`config.mk`:
```
export PLATFORM = sky130hd
export DESIGN_NAME = hvn_norm
export DESIGN_NICKNAME = d
export VERILOG_FILES = /design/src/heightfield_vertex_normal_shader_unit_macros.svh /design/src/hvn_pkg.sv /design/src/hvn_norm.sv
export SDC_FILE = /design/constraint.sdc
export NUM_CORES = 2
export LEC_CHECK = 0
export ABC_AREA = 0
export CAP_MARGIN = 20
export CORE_UTILIZATION = 60
export CTS_CLUSTER_SIZE = 14
export DETAILED_ROUTE_END_ITERATION = 6
export DONT_BUFFER_PORTS = 1
export PLACE_DENSITY_LB_ADDON = 0.15
export SETUP_SLACK_MARGIN = 0.02
export SYNTH_ARGS = -nofsm -noshare
export SYNTH_HDL_FRONTEND = slang
export SYNTH_SLANG_ARGS = --single-unit
```
`constraint.sdc`:
```
create_clock -name clk_i -period 10.6 [get_ports clk_i]
set_clock_uncertainty 0.15 [all_clocks]
set_input_delay 1.06 -clock clk_i [delete_from_list [all_inputs] [get_ports clk_i]]
set_output_delay 1.06 -clock clk_i [all_outputs]
set_load 0.02 [all_outputs]
```
`src/heightfield_vertex_normal_shader_unit_macros.svh`:
```
// Assertion macros for the heightfield vertex normal shader.
// Taken in by the files that carry concurrent checks; no other dependencies.
`ifndef HEIGHTFIELD_VERTEX_NORMAL_SHADER_UNIT_MACROS_SVH
`define HEIGHTFIELD_VERTEX_NORMAL_SHADER_UNIT_MACROS_SVH

`ifndef SYNTHESIS
// plain implication check, clocked on rising edge, disabled in reset
`define HVN_ASSERT(lbl, clk, rst_n, prop, msg) \
  lbl: assert property (@(posedge clk) disable iff (!rst_n) (prop)) else $error(msg);
// condition in one cycle implies a condition in the next
`define HVN_ASSERT_NEXT(lbl, clk, rst_n, pre, post, msg) \
  lbl: assert property (@(posedge clk) disable iff (!rst_n) (pre) |=> (post)) else $error(msg);
`else
`define HVN_ASSERT(lbl, clk, rst_n, prop, msg)
`define HVN_ASSERT_NEXT(lbl, clk, rst_n, pre, post, msg)
`endif

`endif

```
`src/hvn_pkg.sv`:
```
// Shared types, constants and helpers of the heightfield vertex normal shader.
// No dependencies.
package hvn_pkg;

  // grid limits (defaults of the top level parameters)
  localparam int MAX_COLUMNS = 256;
  localparam int MAX_ROWS    = 4096;

  // field widths
  localparam int HEIGHT_W  = 32;
  localparam int IDX_W     = 20;
  localparam int NRM_W     = 16;
  localparam int SHADE_W   = 15;
  localparam int LIGHT_W   = 16;
  localparam int SPACING_W = 31;

  // width of a vector entering the normalizer, and of the face normal sum
  localparam int V_W   = 34;
  localparam int ACC_W = 18;

  localparam int Q14_ONE     = 16384;
  localparam int SHADE_FLOOR = 1638;

  // configuration port
  localparam int CFG_IDX_W  = 3;
  localparam int CFG_DATA_W = 31;

  localparam logic [CFG_IDX_W-1:0] CFG_GRID_COLUMNS = 3'd0;
  localparam logic [CFG_IDX_W-1:0] CFG_GRID_ROWS    = 3'd1;
  localparam logic [CFG_IDX_W-1:0] CFG_CELL_SPACING = 3'd2;
  localparam logic [CFG_IDX_W-1:0] CFG_LIGHT_X      = 3'd3;
  localparam logic [CFG_IDX_W-1:0] CFG_LIGHT_Y      = 3'd4;
  localparam logic [CFG_IDX_W-1:0] CFG_LIGHT_Z      = 3'd5;

  localparam logic [8:0]           RST_GRID_COLUMNS = 9'd2;
  localparam logic [12:0]          RST_GRID_ROWS    = 13'd2;
  localparam logic [SPACING_W-1:0] RST_CELL_SPACING = 31'd65536;
  localparam logic [LIGHT_W-1:0]   RST_LIGHT_X      = 16'h0000;
  localparam logic [LIGHT_W-1:0]   RST_LIGHT_Y      = 16'hC000;
  localparam logic [LIGHT_W-1:0]   RST_LIGHT_Z      = 16'h0000;

  // request to the shared normalizer
  typedef struct packed {
    logic                  start;
    logic signed [V_W-1:0] x;
    logic signed [V_W-1:0] y;
    logic signed [V_W-1:0] z;
  } hvn_norm_req_t;

  // status and result of the shared normalizer
  typedef struct packed {
    logic                    busy;
    logic                    done;
    logic signed [NRM_W-1:0] nx;
    logic signed [NRM_W-1:0] ny;
    logic signed [NRM_W-1:0] nz;
  } hvn_norm_rsp_t;

  // line store slot arithmetic, modulo three
  function automatic logic [1:0] inc3(input logic [1:0] s);
    return (s == 2'd2) ? 2'd0 : s + 2'd1;
  endfunction

  function automatic logic [1:0] dec3(input logic [1:0] s);
    return (s == 2'd0) ? 2'd2 : s - 2'd1;
  endfunction

  // height difference, widened so that it cannot overflow
  function automatic logic signed [V_W-1:0] hdiff(input logic signed [HEIGHT_W-1:0] a,
                                                  input logic signed [HEIGHT_W-1:0] b);
    return V_W'(a) - V_W'(b);
  endfunction

endpackage

```
`src/hvn_norm.sv`:
```
// Shared vector normalizer: scales a 3-vector to a Q1.14 unit vector.
// Bit-per-cycle scaling, three squares, digit-serial square root, then
// restoring division per component. Depends on hvn_pkg.
module hvn_norm (
  input  logic                   clk_i,
  input  logic                   rst_ni,
  input  hvn_pkg::hvn_norm_req_t req_i,
  output hvn_pkg::hvn_norm_rsp_t rsp_o
);

  localparam int MW = hvn_pkg::V_W;

  localparam logic [2:0] N_IDLE  = 3'd0;
  localparam logic [2:0] N_SHIFT = 3'd1;
  localparam logic [2:0] N_SQ    = 3'd2;
  localparam logic [2:0] N_SQRT  = 3'd3;
  localparam logic [2:0] N_DSET  = 3'd4;
  localparam logic [2:0] N_DIV   = 3'd5;
  localparam logic [2:0] N_DONE  = 3'd6;

  logic [2:0]     st_q;
  logic [MW-1:0]  m0_q, m1_q, m2_q;
  logic [2:0]     neg_q;
  logic [4:0]     cnt_q;
  logic [1:0]     k_q;
  logic [47:0]    prod_q;
  logic [49:0]    s_q;
  logic [49:0]    rv_q;
  logic [49:0]    r_q;
  logic [24:0]    len_q;
  logic [24:0]    rem_q;
  logic [14:0]    lo_q;
  logic [14:0]    q_q;
  logic signed [hvn_pkg::NRM_W-1:0] n0_q, n1_q, n2_q;

  // magnitudes of the request
  logic [MW-1:0] mx, my, mz;
  assign mx = req_i.x[MW-1] ? MW'(-req_i.x) : MW'(req_i.x);
  assign my = req_i.y[MW-1] ? MW'(-req_i.y) : MW'(req_i.y);
  assign mz = req_i.z[MW-1] ? MW'(-req_i.z) : MW'(req_i.z);

  logic [MW-1:0] orv;
  assign orv = m0_q | m1_q | m2_q;

  // component picked by k for squares and division
  logic [23:0] msel;
  always_comb begin
    case (k_q)
      2'd0:    msel = m0_q[23:0];
      2'd1:    msel = m1_q[23:0];
      default: msel = m2_q[23:0];
    endcase
  end

  // one square root digit
  logic [49:0] bitv;
  logic [50:0] sq_t;
  logic        sq_take;
  logic [49:0] r_nx;
  assign bitv    = 50'd1 << {cnt_q, 1'b0};
  assign sq_t    = {1'b0, r_q} + {1'b0, bitv};
  assign sq_take = ({1'b0, rv_q} >= sq_t);
  assign r_nx    = sq_take ? ((r_q >> 1) + bitv) : (r_q >> 1);

  // division setup and one quotient bit
  logic [38:0] num;
  logic [25:0] dv_t;
  logic        dv_take;
  logic [14:0] q_nx;
  logic signed [hvn_pkg::NRM_W-1:0] q_sgn;
  assign num     = {1'b0, msel, 14'd0} + 39'(len_q >> 1);
  assign dv_t    = {rem_q, lo_q[14]};
  assign dv_take = (dv_t >= {1'b0, len_q});
  assign q_nx    = {q_q[13:0], dv_take};
  assign q_sgn   = neg_q[k_q] ? -$signed({1'b0, q_nx}) : $signed({1'b0, q_nx});

  always_ff @(posedge clk_i or negedge rst_ni) begin
    if (!rst_ni) begin
      st_q   <= N_IDLE;
      m0_q   <= '0;
      m1_q   <= '0;
      m2_q   <= '0;
      neg_q  <= '0;
      cnt_q  <= '0;
      k_q    <= '0;
      prod_q <= '0;
      s_q    <= '0;
      rv_q   <= '0;
      r_q    <= '0;
      len_q  <= '0;
      rem_q  <= '0;
      lo_q   <= '0;
      q_q    <= '0;
      n0_q   <= '0;
      n1_q   <= '0;
      n2_q   <= '0;
    end else begin
      case (st_q)
        N_IDLE: begin
          if (req_i.start) begin
            m0_q  <= mx;
            m1_q  <= my;
            m2_q  <= mz;
            neg_q <= {req_i.z[MW-1], req_i.y[MW-1], req_i.x[MW-1]};
            if ((mx | my | mz) == '0) begin
              n0_q <= '0;
              n1_q <= '0;
              n2_q <= '0;
              st_q <= N_DONE;
            end else begin
              st_q <= N_SHIFT;
            end
          end
        end
        // bring the largest magnitude into [2^23, 2^24)
        N_SHIFT: begin
          if (|orv[MW-1:24]) begin
            m0_q <= m0_q >> 1;
            m1_q <= m1_q >> 1;
            m2_q <= m2_q >> 1;
          end else if (!orv[23]) begin
            m0_q <= m0_q << 1;
            m1_q <= m1_q << 1;
            m2_q <= m2_q << 1;
          end else begin
            k_q  <= 2'd0;
            s_q  <= '0;
            st_q <= N_SQ;
          end
        end
        // multiply, then add the product in the next cycle
        N_SQ: begin
          prod_q <= msel * msel;
          if (k_q != 2'd0) begin
            s_q <= s_q + 50'(prod_q);
          end
          if (k_q == 2'd3) begin
            rv_q  <= s_q + 50'(prod_q);
            r_q   <= '0;
            cnt_q <= 5'd24;
            st_q  <= N_SQRT;
          end else begin
            k_q <= k_q + 2'd1;
          end
        end
        N_SQRT: begin
          if (sq_take) begin
            rv_q <= rv_q - sq_t[49:0];
          end
          r_q <= r_nx;
          if (cnt_q == 5'd0) begin
            len_q <= r_nx[24:0];
            k_q   <= 2'd0;
            st_q  <= N_DSET;
          end else begin
            cnt_q <= cnt_q - 5'd1;
          end
        end
        // rounded numerator; the top part is already below the length
        N_DSET: begin
          rem_q <= {1'b0, num[38:15]};
          lo_q  <= num[14:0];
          q_q   <= '0;
          cnt_q <= 5'd14;
          st_q  <= N_DIV;
        end
        N_DIV: begin
          rem_q <= dv_take ? 25'(dv_t - {1'b0, len_q}) : dv_t[24:0];
          lo_q  <= lo_q << 1;
          q_q   <= q_nx;
          if (cnt_q == 5'd0) begin
            case (k_q)
              2'd0:    n0_q <= q_sgn;
              2'd1:    n1_q <= q_sgn;
              default: n2_q <= q_sgn;
            endcase
            if (k_q == 2'd2) begin
              st_q <= N_DONE;
            end else begin
              k_q  <= k_q + 2'd1;
              st_q <= N_DSET;
            end
          end else begin
            cnt_q <= cnt_q - 5'd1;
          end
        end
        N_DONE: begin
          st_q <= N_IDLE;
        end
        default: begin
          st_q <= N_IDLE;
        end
      endcase
    end
  end

  assign rsp_o.busy = (st_q != N_IDLE);
  assign rsp_o.done = (st_q == N_DONE);
  assign rsp_o.nx   = n0_q;
  assign rsp_o.ny   = n1_q;
  assign rsp_o.nz   = n2_q;

endmodule

```
==> results.md <==
* Starting Density at 60.7%
* WP data required at 10,950 ps
* Die Wd at 290 um
* Cts bufs inserted at 52
* Pin slew with the least headroom to its limit at 1150 ps
* Vias/cell at 6.25
* Post-CTS sizing at 0
* CP arrival at 10,020 ps
* Die height at 290 um
* Largest net degree at the start of global routing at approximately 320
* Wirelength, routed at ~160,000 um
* Setup TNS at 0 ps
* First-pass GRT wire length at 245,000 um
* Clock Pin Slew Worst Setup and Hold Paths at 60 ps
* Initial DRC count at 4,050
* Util after Layout at 64.0%
* DRT Pass-1 Iters at 5
* CTS Buffer Depth at 3
* Min Clock Period, post-route at 9670 ps
* Critical Path Max Stage Delay at 620 ps
* Final nets at 6,772
* Synth Flop Type: dfrtp_1
* Cells after Synth at 6,048
* Post-synth cell types at 89
* Final Total Pwr at 11,600 uW
* PwrDens at 221 nW/um^2
* Port bufs at 0
* Commonest cells after routing, fill and taps aside: nand2_1 (846), inv_1 (707), o21ai_0 (483)
* RSZ-0062 raised after global routing: false
* Crit end category: register
* Area Growth Syn to Fin at 5.47%
* Fmax at 103 MHz
* CTS tree: yes
* Worst-path maximum fanout at 16
* Hpwl dp at about 120,000 um
* Tcrit/Tclk final at ~90%
* Synthesized area at approximately 50,000 sq um
* Crit-path slowest cell: nor2_2
* Status: complete, no violations
* CP Launch Type: register
* Ant. Diodes at 0
* Seq/Total Area, Yosys at 22.0%
* Worst VDD drop at 0.254 mV
* Core Footprint at 82,200 sq um
* Die footprint at 84,300 sq um
* Routed via count at 43,600
* HP Class: in -> async
* P_leak at 0.0258 uW
* Clk Tree Root Cell: clkbuf_16
* Initial antenna violation count at 1
* H-Tree Depth at 2
* GPL Wtd Cong at 1.01
* Slew HR at 23.2%
* Clk sinks at 439
* Wire per inst at about 22 um
* Fraction of layout cells with a size suffix above 1 at under 10%
* Site Rows at 105
* Post-synth ARST share at 100%
* I/O pins at 155
* Post-synth EDFFs at 0
* Post-route DRC at 0
* Syn Area/Cell at between 8 and 9 sq um
* GRT overflow at 0
* Vias in the first global route at 43,000
* Hold violation count in the final report at 0
* Setup CP Type: reg -> reg
* Post-route ant nets at 0
* GRT Overall Usage at 37.0%
* Clock latency on the worst-skew pair at 660 ps
* Ys Warns at 0
* Max-cap violation count at 0
* Final setup violation count at 0
* Syn_nets at approximately 7,000
* Most common cell after layout, fill and taps aside: nand2_1
* Final Max Slew Viols at 0
* Synthesis-stage register bit count at around 440
-- Yosys cell counts (all sizes together) (76+ instances only) --
cell | count | area, sq um
nand2 | 851 | 3190
o21ai | 487 | 2440
a22o | 76 | 666
a21o | 117 | 878
xnor2 | 213 | 1870
a31oi | 87 | 559
nand3 | 154 | 771
a21oi | 297 | 1490
fa | 430 | 8610
nor2 | 447 | 1690
inv | 710 | 2670
nor3 | 83 | 437
ha | 368 | 4600
xor2 | 166 | 1450
clkbuf | 260 | 976
dfrtp | 439 | 11000
-- final cells by class --
| class | count | area, sq um |
|---|---|---|
| Timing Repair Buffer | 65 | 561 |
| Clock buffer | 61 | 1390 |
| Tap cell | 1070 | 1340 |
| Fill cell | 7172 | 29600 |
| Clock inverter | 35 | 469 |
| Sequential cell | 439 | 11000 |
| Inverter | 717 | 2690 |
| Multi-Input combinational cell | 4594 | 35200 |
-- timing repair --
item                                   4_1_cts  5_1_grt
hold buffers                                 2        0
endpoints found under the hold margin      315        0
setup buffers                                0        0
-- cell families after synthesis --
| logic type | share of synthesized area [%] |
|---|---|
| simple gates | 17.0 |
| fa+ha+maj | 26.5 |
| buf+inv | 7.68 |
| flops | 22.0 |
| mux | 2.03 |
| xor+xnor | 6.65 |
| compound gates | 18.1 |
-- critical path: cells and delay by family, from the launching register on --
kind,cells,cell delay [ps]
AND/OR/NAND/NOR,2,860
XOR/XNOR,1,150
flip-flops,1,450
buffers and inverters,9,1480
adder cells (fa/ha/maj),9,4310
AO/OA/AOI/OAI,10,2170
-- layer usage --
| metal | track usage [%] | routed length, um | vias up |
|---|---|---|---|
| li1 | - | - | 20100 |
| met1 | 49.1 | 64300 | 21300 |
| met2 | 60.5 | 72700 | 1874 |
| met3 | 6.09 | 12600 | 359 |
| met4 | 15.2 | 7140 | 0 |
| met5 | 0 | 0 | - |
-- per-stage QoR --
stage,area [sq um],hold slack (ps),setup WS (ps),std cells
detailed placement,50700,321,949,6881
finish,52600,50.2,933,6981
CTS,52600,9.41,1000,6979
floorplan,49900,300,1830,6048
global route,52600,31.9,495,6981
global placement,50700,312,1210,6881
-- worst paths after layout --
kind | slack (ps) | from | depth (start not counted) | end
hold / removal | 50 | rst_ni | 0 | m1_q[20]
setup reg to reg | 930 | k_q[0] | 31 | prod_q[33]
hold reg to reg | 330 | lo_q[3] | 2 | lo_q[3]
max in group asynchronous | 8710 | rst_ni | 2 | st_q[0]
min in group clk_i | 330 | lo_q[3] | 2 | lo_q[3]
setup / recovery | 930 | k_q[0] | 31 | prod_q[33]
-- report_power, final --
| part | switching (uW) | total, uW | internal [uW] |
|---|---|---|---|
| registers | 510 | 2580 | 2070 |
| logic | 4270 | 7070 | 2800 |
| clock network | 835 | 1960 | 1120 |
| total | 5620 | 11600 | 6000 |
-- sequential cells by signal (all words and copies together), names as in the netlist, 5 cells and up --
name,cells
r_q,50
rv_q,50
s_q,50
prod_q,47
m0_q,34
m1_q,34
m2_q,34
len_q,25
rem_q,25
n0_q,16
n1_q,16
n2_q,16
lo_q,15
q_q,14
cnt_q,5
Power figures use the tool's default switching activity.
